## src/hdl/hgrnp_pkg.sv

```systemverilog
// Shared types, codes and character tables for the GET request name parser.
// Used by every module of the block but hgrnp_ram; depends on nothing.
package hgrnp_pkg;

  localparam logic [1:0] PH_WAIT_GET = 2'd0;
  localparam logic [1:0] PH_COLLECT  = 2'd1;
  localparam logic [1:0] PH_WAIT_END = 2'd2;

  localparam logic [1:0] EV_NONE      = 2'd0;
  localparam logic [1:0] EV_SERVE     = 2'd1;
  localparam logic [1:0] EV_NOT_FOUND = 2'd2;
  localparam logic [1:0] EV_IGNORED   = 2'd3;

  localparam int SUFFIX_LEN = 9;

  localparam logic [7:0] CH_CR    = 8'h0D;
  localparam logic [7:0] CH_LF    = 8'h0A;
  localparam logic [7:0] PRINT_LO = 8'd32;
  localparam logic [7:0] PRINT_HI = 8'd126;

  typedef struct packed {
    logic       func;
    logic [7:0] data_byte;
    logic [7:0] read_index;
  } in_beat_t;

  typedef struct packed {
    logic [1:0] event_res;
    logic [7:0] name_start;
    logic [7:0] name_length;
    logic [7:0] read_byte;
  } out_beat_t;

  typedef struct packed {
    logic scan_start;
    logic scan_active;
    logic store_wr;
    logic count_clr;
    logic rd_issue;
    logic load_none;
    logic load_read;
    logic load_finish;
  } ctl_cmd_t;

  typedef struct packed {
    logic count_full;
    logic scan_done;
  } dp_stat_t;

  function automatic logic [7:0] get_char(input logic [1:0] i);
    logic [7:0] c;
    case (i)
      2'd0: c = "G";
      2'd1: c = "E";
      2'd2: c = "T";
      default: c = " ";
    endcase
    return c;
  endfunction

  function automatic logic [7:0] end_char(input logic [1:0] i);
    logic [7:0] c;
    case (i)
      2'd0: c = CH_CR;
      2'd1: c = CH_LF;
      2'd2: c = CH_CR;
      default: c = CH_LF;
    endcase
    return c;
  endfunction

  function automatic logic [7:0] suffix_char(input logic [3:0] i);
    logic [7:0] c;
    case (i)
      4'd0: c = " ";
      4'd1: c = "H";
      4'd2: c = "T";
      4'd3: c = "T";
      4'd4: c = "P";
      4'd5: c = "/";
      4'd6: c = "1";
      4'd7: c = ".";
      4'd8: c = "1";
      default: c = 8'h00;
    endcase
    return c;
  endfunction

  function automatic logic is_sep(input logic [7:0] c);
    return (c == "/") || (c == 8'h5C) || (c == ":");
  endfunction

  function automatic logic name_char_ok(input logic [7:0] c);
    return (c >= "0" && c <= "9") || (c >= "A" && c <= "Z") ||
           (c >= "a" && c <= "z") || (c == "_") || (c == ".");
  endfunction

endpackage

```

## src/hdl/hgrnp_ram.sv

```systemverilog
// Generic single-write, single-read RAM with a registered read port.
// Stands alone; holds the stored URL bytes of the parser.
module hgrnp_ram #(
  parameter int WIDTH = 8,
  parameter int DEPTH = 255
) (
  input  logic                     clk,
  input  logic                     we,
  input  logic [$clog2(DEPTH)-1:0] waddr,
  input  logic [WIDTH-1:0]         wdata,
  input  logic [$clog2(DEPTH)-1:0] raddr,
  output logic [WIDTH-1:0]         rdata
);

  logic [WIDTH-1:0] mem [DEPTH];

  always_ff @(posedge clk) begin
    if (we) begin
      mem[waddr] <= wdata;
    end
    rdata <= mem[raddr];
  end

endmodule

```

## src/hdl/hgrnp_ctrl.sv

```systemverilog
// Controller of the parser: request phase tracking, keyword matching and
// the sequencer for reads and the end-of-request scan. Uses hgrnp_pkg.
module hgrnp_ctrl import hgrnp_pkg::*; (
  input  logic     clk,
  input  logic     rst_n,
  input  logic     in_valid,
  input  in_beat_t in_data,
  input  logic     out_stall,
  output logic     in_stall,
  output logic     out_valid,
  output ctl_cmd_t cmd,
  input  dp_stat_t stat
);

  localparam logic [1:0] ST_IDLE = 2'd0;
  localparam logic [1:0] ST_READ = 2'd1;
  localparam logic [1:0] ST_SCAN = 2'd2;

  logic [1:0] state_r, state_nxt;
  logic [1:0] phase_r, phase_nxt;
  logic [1:0] match_r, match_nxt;
  logic       out_valid_r, out_valid_nxt;

  logic [1:0] parse_ph;
  logic [1:0] parse_mc;
  logic       parse_wr;
  logic       parse_drop;
  logic       parse_fin;
  logic       accept;
  logic [7:0] b;

  assign b         = in_data.data_byte;
  assign in_stall  = (state_r != ST_IDLE) || (out_valid_r && out_stall);
  assign accept    = in_valid && !in_stall;
  assign out_valid = out_valid_r;

  always_comb begin
    parse_ph   = phase_r;
    parse_mc   = match_r;
    parse_wr   = 1'b0;
    parse_drop = 1'b0;
    parse_fin  = 1'b0;
    if (parse_ph == PH_COLLECT) begin
      if (b == CH_CR || b == CH_LF) begin
        parse_ph = PH_WAIT_END;
      end else if (b >= PRINT_LO && b <= PRINT_HI && !stat.count_full) begin
        parse_wr = 1'b1;
      end else begin
        parse_ph   = PH_WAIT_GET;
        parse_mc   = 2'd0;
        parse_drop = 1'b1;
      end
    end else if (parse_ph != PH_WAIT_END) begin
      if (b == get_char(parse_mc)) begin
        if (parse_mc == 2'd3) begin
          parse_ph = PH_COLLECT;
          parse_mc = 2'd0;
        end else begin
          parse_mc = parse_mc + 2'd1;
        end
      end else begin
        parse_mc = 2'd0;
      end
    end
    if (parse_ph == PH_COLLECT || parse_ph == PH_WAIT_END) begin
      if (b == end_char(parse_mc)) begin
        if (parse_mc == 2'd3) begin
          parse_ph  = PH_WAIT_GET;
          parse_mc  = 2'd0;
          parse_fin = 1'b1;
        end else begin
          parse_mc = parse_mc + 2'd1;
        end
      end else begin
        parse_mc = 2'd0;
      end
    end
  end

  always_comb begin
    state_nxt     = state_r;
    phase_nxt     = phase_r;
    match_nxt     = match_r;
    out_valid_nxt = out_valid_r && out_stall;
    cmd           = '0;
    case (state_r)
      ST_IDLE: begin
        if (accept) begin
          if (in_data.func) begin
            cmd.rd_issue = 1'b1;
            state_nxt    = ST_READ;
          end else begin
            phase_nxt     = parse_ph;
            match_nxt     = parse_mc;
            cmd.store_wr  = parse_wr;
            cmd.count_clr = parse_drop;
            if (parse_fin) begin
              cmd.scan_start = 1'b1;
              state_nxt      = ST_SCAN;
            end else begin
              cmd.load_none = 1'b1;
              out_valid_nxt = 1'b1;
            end
          end
        end
      end
      ST_READ: begin
        cmd.load_read = 1'b1;
        out_valid_nxt = 1'b1;
        state_nxt     = ST_IDLE;
      end
      ST_SCAN: begin
        cmd.scan_active = 1'b1;
        if (stat.scan_done) begin
          cmd.load_finish = 1'b1;
          cmd.count_clr   = 1'b1;
          out_valid_nxt   = 1'b1;
          state_nxt       = ST_IDLE;
        end
      end
      default: begin
        state_nxt = ST_IDLE;
      end
    endcase
  end

  always_ff @(posedge clk) begin
    if (!rst_n) begin
      state_r     <= ST_IDLE;
      phase_r     <= PH_WAIT_GET;
      match_r     <= 2'd0;
      out_valid_r <= 1'b0;
    end else begin
      state_r     <= state_nxt;
      phase_r     <= phase_nxt;
      match_r     <= match_nxt;
      out_valid_r <= out_valid_nxt;
    end
  end

endmodule

```

## src/hdl/hgrnp_dp.sv

```systemverilog
// Datapath of the parser: URL store, byte count, name scan and result register.
// Uses hgrnp_pkg and hgrnp_ram; driven by commands from hgrnp_ctrl.
module hgrnp_dp import hgrnp_pkg::*; #(
  parameter int MAX_URL_BYTES = 255
) (
  input  logic      clk,
  input  logic      rst_n,
  input  in_beat_t  in_data,
  input  ctl_cmd_t  cmd,
  output dp_stat_t  stat,
  output out_beat_t out_data
);

  localparam int CW = $clog2(MAX_URL_BYTES + 1);
  localparam int AW = $clog2(MAX_URL_BYTES);
  localparam int IW = (CW > 8) ? CW : 8;

  logic [CW-1:0] count_r;
  logic [CW-1:0] scan_i_r;
  logic [CW-1:0] rd_pos_r;
  logic [CW-1:0] first_r;
  logic          rd_vld_r;
  logic          bad_r;
  logic          suf_bad_r;
  logic          idx_ok_r;
  out_beat_t     out_r;

  logic [AW-1:0] ram_raddr;
  logic [7:0]    ram_q;
  logic          short_url;
  logic [CW-1:0] body;
  logic          in_suffix;
  logic [3:0]    suf_idx;
  logic          scan_more;
  logic [CW-1:0] name_len;
  out_beat_t     fin_beat;

  assign ram_raddr = cmd.scan_active ? AW'(scan_i_r) : AW'(in_data.read_index);

  hgrnp_ram #(
    .WIDTH (8),
    .DEPTH (MAX_URL_BYTES)
  ) u_ram (
    .clk   (clk),
    .we    (cmd.store_wr),
    .waddr (AW'(count_r)),
    .wdata (in_data.data_byte),
    .raddr (ram_raddr),
    .rdata (ram_q)
  );

  assign short_url = count_r < CW'(SUFFIX_LEN);
  assign body      = count_r - CW'(SUFFIX_LEN);
  assign in_suffix = rd_pos_r >= body;
  assign suf_idx   = 4'(rd_pos_r - body);
  assign scan_more = scan_i_r != count_r;
  assign name_len  = body - first_r;

  assign stat.scan_done  = !scan_more && !rd_vld_r;
  assign stat.count_full = count_r == CW'(MAX_URL_BYTES);

  always_comb begin
    fin_beat = '0;
    if (short_url || suf_bad_r) begin
      fin_beat.event_res = EV_IGNORED;
    end else if (first_r >= body) begin
      fin_beat.event_res  = EV_NOT_FOUND;
      fin_beat.name_start = 8'(first_r);
    end else begin
      fin_beat.event_res   = bad_r ? EV_NOT_FOUND : EV_SERVE;
      fin_beat.name_start  = 8'(first_r);
      fin_beat.name_length = 8'(name_len);
    end
  end

  always_ff @(posedge clk) begin
    if (!rst_n) begin
      count_r  <= '0;
      rd_vld_r <= 1'b0;
    end else begin
      if (cmd.count_clr) begin
        count_r <= '0;
      end else if (cmd.store_wr) begin
        count_r <= count_r + CW'(1);
      end
      if (cmd.scan_start) begin
        rd_vld_r <= 1'b0;
      end else if (cmd.scan_active) begin
        rd_vld_r <= scan_more;
      end
    end
  end

  always_ff @(posedge clk) begin
    if (cmd.scan_start) begin
      scan_i_r  <= '0;
      first_r   <= '0;
      bad_r     <= 1'b0;
      suf_bad_r <= 1'b0;
    end else if (cmd.scan_active) begin
      if (scan_more) begin
        scan_i_r <= scan_i_r + CW'(1);
      end
      rd_pos_r <= scan_i_r;
      if (rd_vld_r && !short_url) begin
        if (in_suffix) begin
          if (ram_q != suffix_char(suf_idx)) begin
            suf_bad_r <= 1'b1;
          end
        end else if (is_sep(ram_q)) begin
          first_r <= rd_pos_r + CW'(1);
          bad_r   <= 1'b0;
        end else if (!name_char_ok(ram_q)) begin
          bad_r <= 1'b1;
        end
      end
    end
    if (cmd.rd_issue) begin
      idx_ok_r <= IW'(in_data.read_index) < IW'(MAX_URL_BYTES);
    end
    if (cmd.load_none) begin
      out_r <= '0;
    end else if (cmd.load_read) begin
      out_r <= '{event_res: EV_NONE, name_start: 8'd0, name_length: 8'd0,
                 read_byte: (idx_ok_r ? ram_q : 8'h00)};
    end else if (cmd.load_finish) begin
      out_r <= fin_beat;
    end
  end

  assign out_data = out_r;

endmodule

```

## src/hdl/http_get_request_name_parser.sv

```systemverilog
// Top level of the HTTP GET request name parser.
// Joins hgrnp_ctrl and hgrnp_dp; types from hgrnp_pkg.
//
// Usage: the input channel carries one beat per request byte (func 0) or
// per read of a stored URL byte (func 1). Every input beat yields exactly
// one output beat. A byte beat reports event none, except the final LF of
// the blank line that ends the headers, which reports serve, not found or
// ignored with the position and length of the file name in the store.
// A read beat returns the stored byte at read_index.
// Timing: the result of a byte beat other than the last of a request is
// registered and appears in the next cycle, so bytes stream at one per
// cycle while the output drains. A read beat passes through the
// registered read of the store and then the result register, and the
// input stalls meanwhile. For the final byte of a request, the name scan
// walks the stored URL through the single read port, one byte per cycle.
// Reset clears the phase, match count and byte count; the store itself is
// not cleared. While the receiver stalls, the result is held and a new
// input beat is taken only in the cycle in which the held result leaves.
module http_get_request_name_parser import hgrnp_pkg::*; #(
  parameter int MAX_URL_BYTES = 255
) (
  input  logic      clk,
  input  logic      rst_n,
  input  logic      in_valid,
  output logic      in_stall,
  input  in_beat_t  in_data,
  output logic      out_valid,
  input  logic      out_stall,
  output out_beat_t out_data
);

  ctl_cmd_t cmd;
  dp_stat_t stat;

  hgrnp_ctrl u_ctrl (
    .clk       (clk),
    .rst_n     (rst_n),
    .in_valid  (in_valid),
    .in_data   (in_data),
    .out_stall (out_stall),
    .in_stall  (in_stall),
    .out_valid (out_valid),
    .cmd       (cmd),
    .stat      (stat)
  );

  hgrnp_dp #(
    .MAX_URL_BYTES (MAX_URL_BYTES)
  ) u_dp (
    .clk      (clk),
    .rst_n    (rst_n),
    .in_data  (in_data),
    .cmd      (cmd),
    .stat     (stat),
    .out_data (out_data)
  );

endmodule

```

## config.mk

```make
export PLATFORM = sky130hd
export DESIGN_NAME = http_get_request_name_parser
export DESIGN_NICKNAME = d
export VERILOG_FILES = /design/src/hdl/hgrnp_pkg.sv /design/src/hdl/hgrnp_ram.sv /design/src/hdl/hgrnp_ctrl.sv /design/src/hdl/hgrnp_dp.sv /design/src/hdl/http_get_request_name_parser.sv
export SDC_FILE = /design/constraint.sdc
export NUM_CORES = 2
export LEC_CHECK = 0
export CORE_MARGIN = 2
export CORE_UTILIZATION = 35
export CTS_CLUSTER_DIAMETER = 30
export DETAILED_ROUTE_END_ITERATION = 16
export DONT_BUFFER_PORTS = 1
export PLACE_DENSITY = 0.61
export SYNTH_ARGS = -nofsm -noshare
export SYNTH_HDL_FRONTEND = slang
export SYNTH_SLANG_ARGS = --single-unit
```

## constraint.sdc

```tcl
create_clock -name clk -period 4.3 [get_ports clk]
set_clock_uncertainty 0.15 [all_clocks]
set_input_delay 0.86 -clock clk [delete_from_list [all_inputs] [get_ports clk]]
set_output_delay 0.86 -clock clk [all_outputs]
set_load 0.01 [all_outputs]
```

## After elaboration in Yosys (flattened, before gate mapping)

Memory sizes are Yosys's and may differ from the RTL's. A register that Yosys moved wholly into a read port is not among the register bits.
Index checks and enable logic that the tools add are counted.

| operators by class | value |
|---|---|
| add/subtract/negate cells | 8 |
| reductions and logical operators | 40 |
| magnitude comparators | 12 |
| eq/ne operators | 27 |
| bitwise gates (word level) | 4 |
| mux-type cells | 75 |

Operator list:

| kind | number |
|---|---|
| 2-to-1 mux 8 bit | 12 |
| 2-to-1 mux 2 bit | 26 |
| 2-to-1 mux 1 bit | 29 |
| adder 8 x 1 -> 8 bit (second input constant) | 3 |
| == test 8 x 6 -> 1 bit (second input constant) | 3 |
| <= comparator 8 x 7 -> 1 bit (second input constant) | 3 |
| case mux 7 bit (3 select lines) | 1 |
| == test 8 x 4 -> 1 bit (second input constant) | 2 |
| == test 8 x 7 -> 1 bit (second input constant) | 2 |
| == test 8 bit | 2 |
| greater-or-equal comparator 8 x 6 -> 1 bit (second input constant) | 2 |
| greater-or-equal comparator 8 x 7 -> 1 bit (second input constant) | 2 |
| greater-or-equal comparator 8 bit | 2 |
| 2-to-1 mux 16 bit | 1 |
| != test 8 bit | 2 |
| == test 2 bit (second input constant) | 6 |
| AND reduction 4 bit | 3 |
| logical OR 1 bit | 10 |
| 2-to-1 mux 10 bit | 1 |
| logical AND 1 bit | 9 |
| == test 2 x 1 -> 1 bit (second input constant) | 4 |
| == test 8 bit (second input constant) | 1 |
| <= comparator 8 x 6 -> 1 bit (second input constant) | 1 |
| < comparator 8 x 4 -> 1 bit (second input constant) | 1 |
| other kinds (20) | 38 |

| word-level totals | value |
|---|---|
| output and inout port bits | 28 |
| memories | 2 |
| input bits | 21 |
| memory bits (writable) | 2040 |
| bits in registers | 69 |
| logic and storage cells | 184 |
| memory bits (read-only) | 112 |

Memories:

| memory | depth | bits a word | read ports | clocked after Yosys merged registers in | wr ports | RTL line | RTL |
|---|---|---|---|---|---|---|---|
| u_dp.u_ram.mem | 255 | 8 | 1 | 1 | 1 | hgrnp_ram.sv:15 | `logic [WIDTH-1:0] mem [DEPTH];` |
| (name not given) | 16 | 7 | 1 | 0 | 0 | hgrnp_pkg.sv:74 | `case (i)` |

## Depth between registers and ports, before layout

| logic depth | value |
|---|---|
| depth in word-level cells | 22 |
| mapped depth | 15 |
| mapped depth without buffers | 13 |

## Cells and area by module

Synthesis repeated with hierarchy kept, for this count alone.

| second synthesis, totals | value |
|---|---|
| cells, all modules | 4466 |
| area, all modules | 85185.4 um2 |

Modules (own cells, without submodules):

| module | seq. area each (um2) | cells an instance | times used | area each (um2) |
|---|---|---|---|---|
| hgrnp_ram | 61418.9 | 3910 | 1 | 80485.9 |
| hgrnp_dp | 1331.3 | 438 | 1 | 3759.9 |
| hgrnp_ctrl | 140.1 | 118 | 1 | 939.7 |

## Least setup slack after synthesis

Ideal clock, no wire load.

| timing path | value |
|---|---|
| kind | flip-flop to flip-flop |
| start | register u_dp.count_r[0] |
| end | register u_dp.suf_bad_r |
| buffers on the path | 0 |
| setup time | 123 ps |
| stages on the path, launching flop included | 12 |
| data required time | 4027 ps |
| path slack | 912 ps |
| clock period less this slack | 3388 ps |
| arrival | 3115 ps |
| path through | dfxtp_1 > inv_1 > ha_1 > ha_1 > nor2b_1 > o21a_1 > or3_1 > and3_1 > or3_1 > a2111o_1 > nor4_1 > o21ai_1 |

| on the way | value |
|---|---|
| elaborated cells between the ends (all ways) | 39 |
| those cells by class | add/sub (2); order compare (2); eq/ne (7); mux (19); reduce/logical (8); memory (1) |

RTL lines:

| element | RTL line | RTL |
|---|---|---|
| from (decl) | hgrnp_dp.sv:18 | `logic [CW-1:0] count_r;` |
| from (signal assigned) | hgrnp_dp.sv:84 | `count_r <= count_r + CW'(1);` |
| subtractor 8 x 4 -> 8 bit (*) | hgrnp_dp.sv:53 | `assign body = count_r - CW'(SUFFIX_LEN);` |
| via u_dp.body[0] | hgrnp_dp.sv:31 | `logic [CW-1:0] body;` |
| subtractor 4 bit | hgrnp_dp.sv:55 | `assign suf_idx = 4'(rd_pos_r - body);` |
| memory (16 x 7 bit) | - |  |
| 2-to-1 mux 8 bit | hgrnp_dp.sv:106 | `if (in_suffix) begin` |
| 2-to-1 mux 8 bit | hgrnp_dp.sv:105 | `if (rd_vld_r && !short_url) begin` |
| 2-to-1 mux 8 bit | hgrnp_dp.sv:100 | `end else if (cmd.scan_active) begin` |
| 2-to-1 mux 8 bit | hgrnp_dp.sv:95 | `if (cmd.scan_start) begin` |
| != test 8 bit | hgrnp_dp.sv:107 | `if (ram_q != suffix_char(suf_idx)) begin` |
| AND reduction 4 bit (no source line) (*) | - |  |
| to (signal assigned) | hgrnp_dp.sv:99 | `suf_bad_r <= 1'b0;` |
| to (signal assigned) | hgrnp_dp.sv:108 | `suf_bad_r <= 1'b1;` |
| to (decl) | hgrnp_dp.sv:24 | `logic suf_bad_r;` |

The timed path passes the listed nets; every way through them passes the cells marked *. The select of a mux whose other input is x is not followed.
A chain may end at the register's enable or synchronous reset.

## Worst setup path after layout

| timing path | value |
|---|---|
| start | register u_ctrl.state_r[0] |
| end | register u_dp.u_ram.rdata[6], read port of u_dp.u_ram.mem |

| on the way | value |
|---|---|
| word-level cells in the longest chain between the ends | 3 |

RTL lines:

| element | RTL line | RTL |
|---|---|---|
| from (decl) | hgrnp_ctrl.sv:19 | `logic [1:0] state_r, state_nxt;` |
| from (signal assigned) | hgrnp_ctrl.sv:134 | `state_r <= state_nxt;` |
| == test 2 bit | hgrnp_ctrl.sv:86 | `case (state_r)` |
| 2-to-1 mux 1 bit | hgrnp_ctrl.sv:86 |  |
| 2-to-1 mux 8 bit | hgrnp_dp.sv:38 | `assign ram_raddr = cmd.scan_active ? AW'(scan_i_r) : AW'(in_data.read_index);` |
| to (decl) | hgrnp_ram.sv:12 | `output logic [WIDTH-1:0] rdata` |

No other way between the ends.

==> impl_results.md <==
* Status: finished with violations
* Failing checks: hold timing
* Post-DP Area at 90,800 um^2
* Max incr delay on CP at 0.94 ns
* Place WS at -0.438 ns
* RSZ-0062 raised after global routing: false
* WHS at -0.0134 ns
* Post-Syn Nets at 5,005
* Ports at 49
* Mapped Area at 83,500 um^2
* CP Capture Type: flip-flop
* Site Rows at 179
* Hold Vio Cnt, Final at 6
* Nets at 5,675
* Setup violators final at 0
* WL per Instance at 26.2 um
* Die outline height at 492 um
* Tcrit/Tclk final at 99.1%
* Switching part of the total power at 20.6%
* Flop pwr share at 41.3%
* Largest net degree at the start of global routing at 261
* Initial DRC count at 5,868
* Most used flip-flop cell after synthesis: edfxtp_1
* GP Congestion at 0.857
* Post-synthesis sequential area ratio at 75.3%
* CP Max Fanout at 16
* Bufs on Longest Clock Path at 4
* Detailed Place HPWL at 142,000 um
* Final Max Tran Viols at 0
* Logic pwr share at 2.9%
* Setup ws final at 0.0384 ns
* Area Growth Syn to Fin at 25.1%
* H-tree depth at 5
* Arr. time, crit path at 4.93 ns
* Power Total at 55,300 uW
* # DRC at 0
* Clock share of power at 55.8%
* CTS root buffer: clkbuf_16
* YS warnings at 0
* Antenna violations before repair at 8
* Power Density at 529 nW/um^2
* First-pass GRT wire length at 344,000 um
* Finished Cell Area at 104,000 um^2
* PortBufs at 0
* Max Clk Rate at 235 MHz
* WS Path Type: reg2reg
* Worst Path Required at 4.97 ns
* EDFF count, synth at 2,049
* Die area at 242,000 um^2
* Startpoint types: flip-flop
* R2R setup slack at 0.04 ns
* Starting density of the core at 35.2%
* DIE WIDTH at 492 um
* Fin crit period at 4.26 ns
* Final Instance Count excl. Fillers at 9,106
* Most common cell on crit path: buf_4
* CTS tree: done
* Clock slew at reported path FFs at 0.05 ns
* Ratio of cells with drive above 1 in the final layout at 25.9%
* Clk sinks at 2,117
* Total gr overflow at 0
* Overall routed net length at 239,000 um
* Worst rel slew slack at 9.51%
* TritonRoute pass-1 iters at 7
* NetSw at 11,400 uW
* Unique masters post-synth at 83
* Pleak at 0.0350 uW
* Worst Path Buf+Inv at 3
* Post-Route Setup TNS at 0 ns
* Slew of the pin with the lowest slew margin at 1.35 ns
* Maximum VDD drop at 0.000355 V
* DRT antenna net count at 0
* Later-pin clock latency in the skew report at 0.98 ns
* Delay-heaviest family, CP: simple AND/OR/NAND/NOR gates
* Placed cells at 8,371
* Total track usage at 19.2%
* Num CTS Buffers at 396
* Internal power at 43,900 uW
* Vias per inst at 5.44
* Max cap viols at 0
* Min-delay worst type: in2reg
* Vias post-DR at 49.5k
* Post-synth ARST share at 0%
* Core footprint at 237,000 um^2
* Post-Syn Instances at 4,951
* Flops & latches, synth at 2,117
* Vias in the first global route at 49.1k
* CP max-delay cell: nor3_2
* Post-Syn Area per Cell at 16.9 um^2
* CP cell instances: nand2b_2, buf_4, mux2_4, nor3_2, buf_4, a22oi_1, a41oi_1, nor4_2, buf_4, nand4_1
-- placed cells by master, fill, tap and decap left out, types with 12 or more instances in the layout --
| master | n |
|---|---|
| mux2i_1 | 121 |
| clkinv_1 | 43 |
| nand3_1 | 244 |
| nor2_1 | 382 |
| a31oi_1 | 43 |
| inv_6 | 22 |
| dfxtp_1 | 67 |
| edfxtp_1 | 2049 |
| ha_1 | 31 |
| nand2_1 | 623 |
| xnor2_1 | 17 |
| o221ai_1 | 13 |
| and3_1 | 15 |
| o21ai_0 | 53 |
| buf_4 | 504 |
| a21oi_1 | 46 |
| mux4_2 | 288 |
| nand3_2 | 15 |
| inv_1 | 40 |
| clkinvlp_4 | 61 |
| a41oi_1 | 18 |
| clkbuf_16 | 400 |
| nand4_1 | 82 |
| bufinv_16 | 57 |
| nor3_1 | 16 |
| nor4_1 | 21 |
| a221oi_1 | 12 |
| and2_1 | 15 |
| buf_12 | 43 |
| o2111ai_1 | 29 |
| a22oi_1 | 129 |
| nor2b_1 | 16 |
| clkinv_4 | 16 |
| a211oi_1 | 28 |
| clkbuf_1 | 31 |
| clkinv_2 | 68 |
| a32oi_1 | 48 |
| xor2_1 | 29 |
-- path summary, 6_finish.rpt --
check	startpoint	end	cells after the start
min	in_data[8]	u_dp.u_ram.mem[16][0]$_DFFE_PP_	0
max reg2reg	u_ctrl.state_r[0]$_SDFFE_PN0P_	u_dp.u_ram.rdata[6]$_DFF_P_	10
min reg2reg	u_dp.suf_bad_r$_SDFFE_PP0P_	u_dp.suf_bad_r$_SDFFE_PP0P_	2
max	u_ctrl.state_r[0]$_SDFFE_PN0P_	u_dp.u_ram.rdata[6]$_DFF_P_	10
-- per-stage QoR --
step | util [%] | hold slack (ns)
floorplan | - | 0.256
global placement | 38.2 | 0.328
detailed placement | 38.2 | 0.338
CTS | 43.9 | 0.00151
global route | 44.0 | -0.0879
finish | 44.0 | -0.0134
-- what timing repair did --
item / 4_1_cts / 5_1_grt
cloned: 0 / 0
pin swaps: 1 / 0
hold buffers: 5 / 8
hold endpoints to repair: 37 / 84
setup buffers: 6 / 0
endpoints found under the setup margin: 4 / 4
resized for setup: 3 / 6
-- power groups by stage --
stage | combinational [uW] | clock, uW | sequential, uW
after floorplan | 981 | 0 | 23100
after global placement | 1530 | 0 | 23200
after detailed placement | 1540 | 0 | 23200
after CTS | 1570 | 31200 | 22800
after global routing | 1690 | 32200 | 22800
final | 1600 | 30800 | 22800
-- area by class of cell --
class,instances,area (um^2)
Antenna cell,2,5.00
Clock buffer,440,10200
Clock inverter,274,3110
Fill cell,20500,133000
Inverter,40,150
Multi-Input combinational cell,2508,19300
Sequential cell,2117,62900
Tap cell,3167,3960
Timing Repair Buffer,558,4750
-- sequential cells by signal, indices dropped and copies added, names as in the netlist, 2 cells and up --
name and flops:
u_dp.rd_pos_r 8, u_ctrl.phase_r 2, u_ctrl.match_r 2, u_dp.out_data 26, u_dp.u_ram.rdata 8, u_ctrl.state_r 2, u_dp.count_r 8, u_dp.first_r 8
u_dp.u_ram.mem 2040, u_dp.scan_i_r 8
-- metal layers --
metal	GRT usage [%]	up-vias	routed length [um]
li1	-	21100	-
met1	26.0	25500	96700
met2	30.0	2435	112000
met3	4.15	472	21400
met4	7.54	4	8890
met5	0	-	25
-- cell usage after synthesis (31+ instances only) --
master	number	area [um^2]
nand3_1	259	1300
a32oi_1	48	420
buf_2	78	390
ha_1	31	388
a22oi_1	129	968
nand2_1	623	2340
mux4_2	288	6490
edfxtp_1	2049	61500
nor2_1	388	1460
nand4_1	82	513
a21oi_1	46	230
a31oi_1	44	275
clkbuf_1	152	571
o21ai_0	55	275
inv_1	40	150
dfxtp_1	68	1360
mux2i_1	122	1220
-- cells by family after synthesis --
family                   count (synthesis)  share of synthesized area, %
AO/OA/AOI/OAI                          512                          4.52
XOR/XNOR                                47                         0.502
adder cells (fa/ha/maj)                 33                         0.513
buffers and inverters                  326                          1.81
flip-flops                            2117                          75.3
multiplexers                           421                          9.47
AND/OR/NAND/NOR                       1495                          7.84
-- worst reg2reg max path: cells and delay by family, from the launching register on --
family                 cells  cell delay, ns
AOI/OAI and AO/OA          2            0.86
buffers and inverters      3            0.87
DFF                        1            0.46
muxes                      1            0.32
and+or+nand+nor            4            1.52
Note: power is estimated with default switching activity, not from simulation.
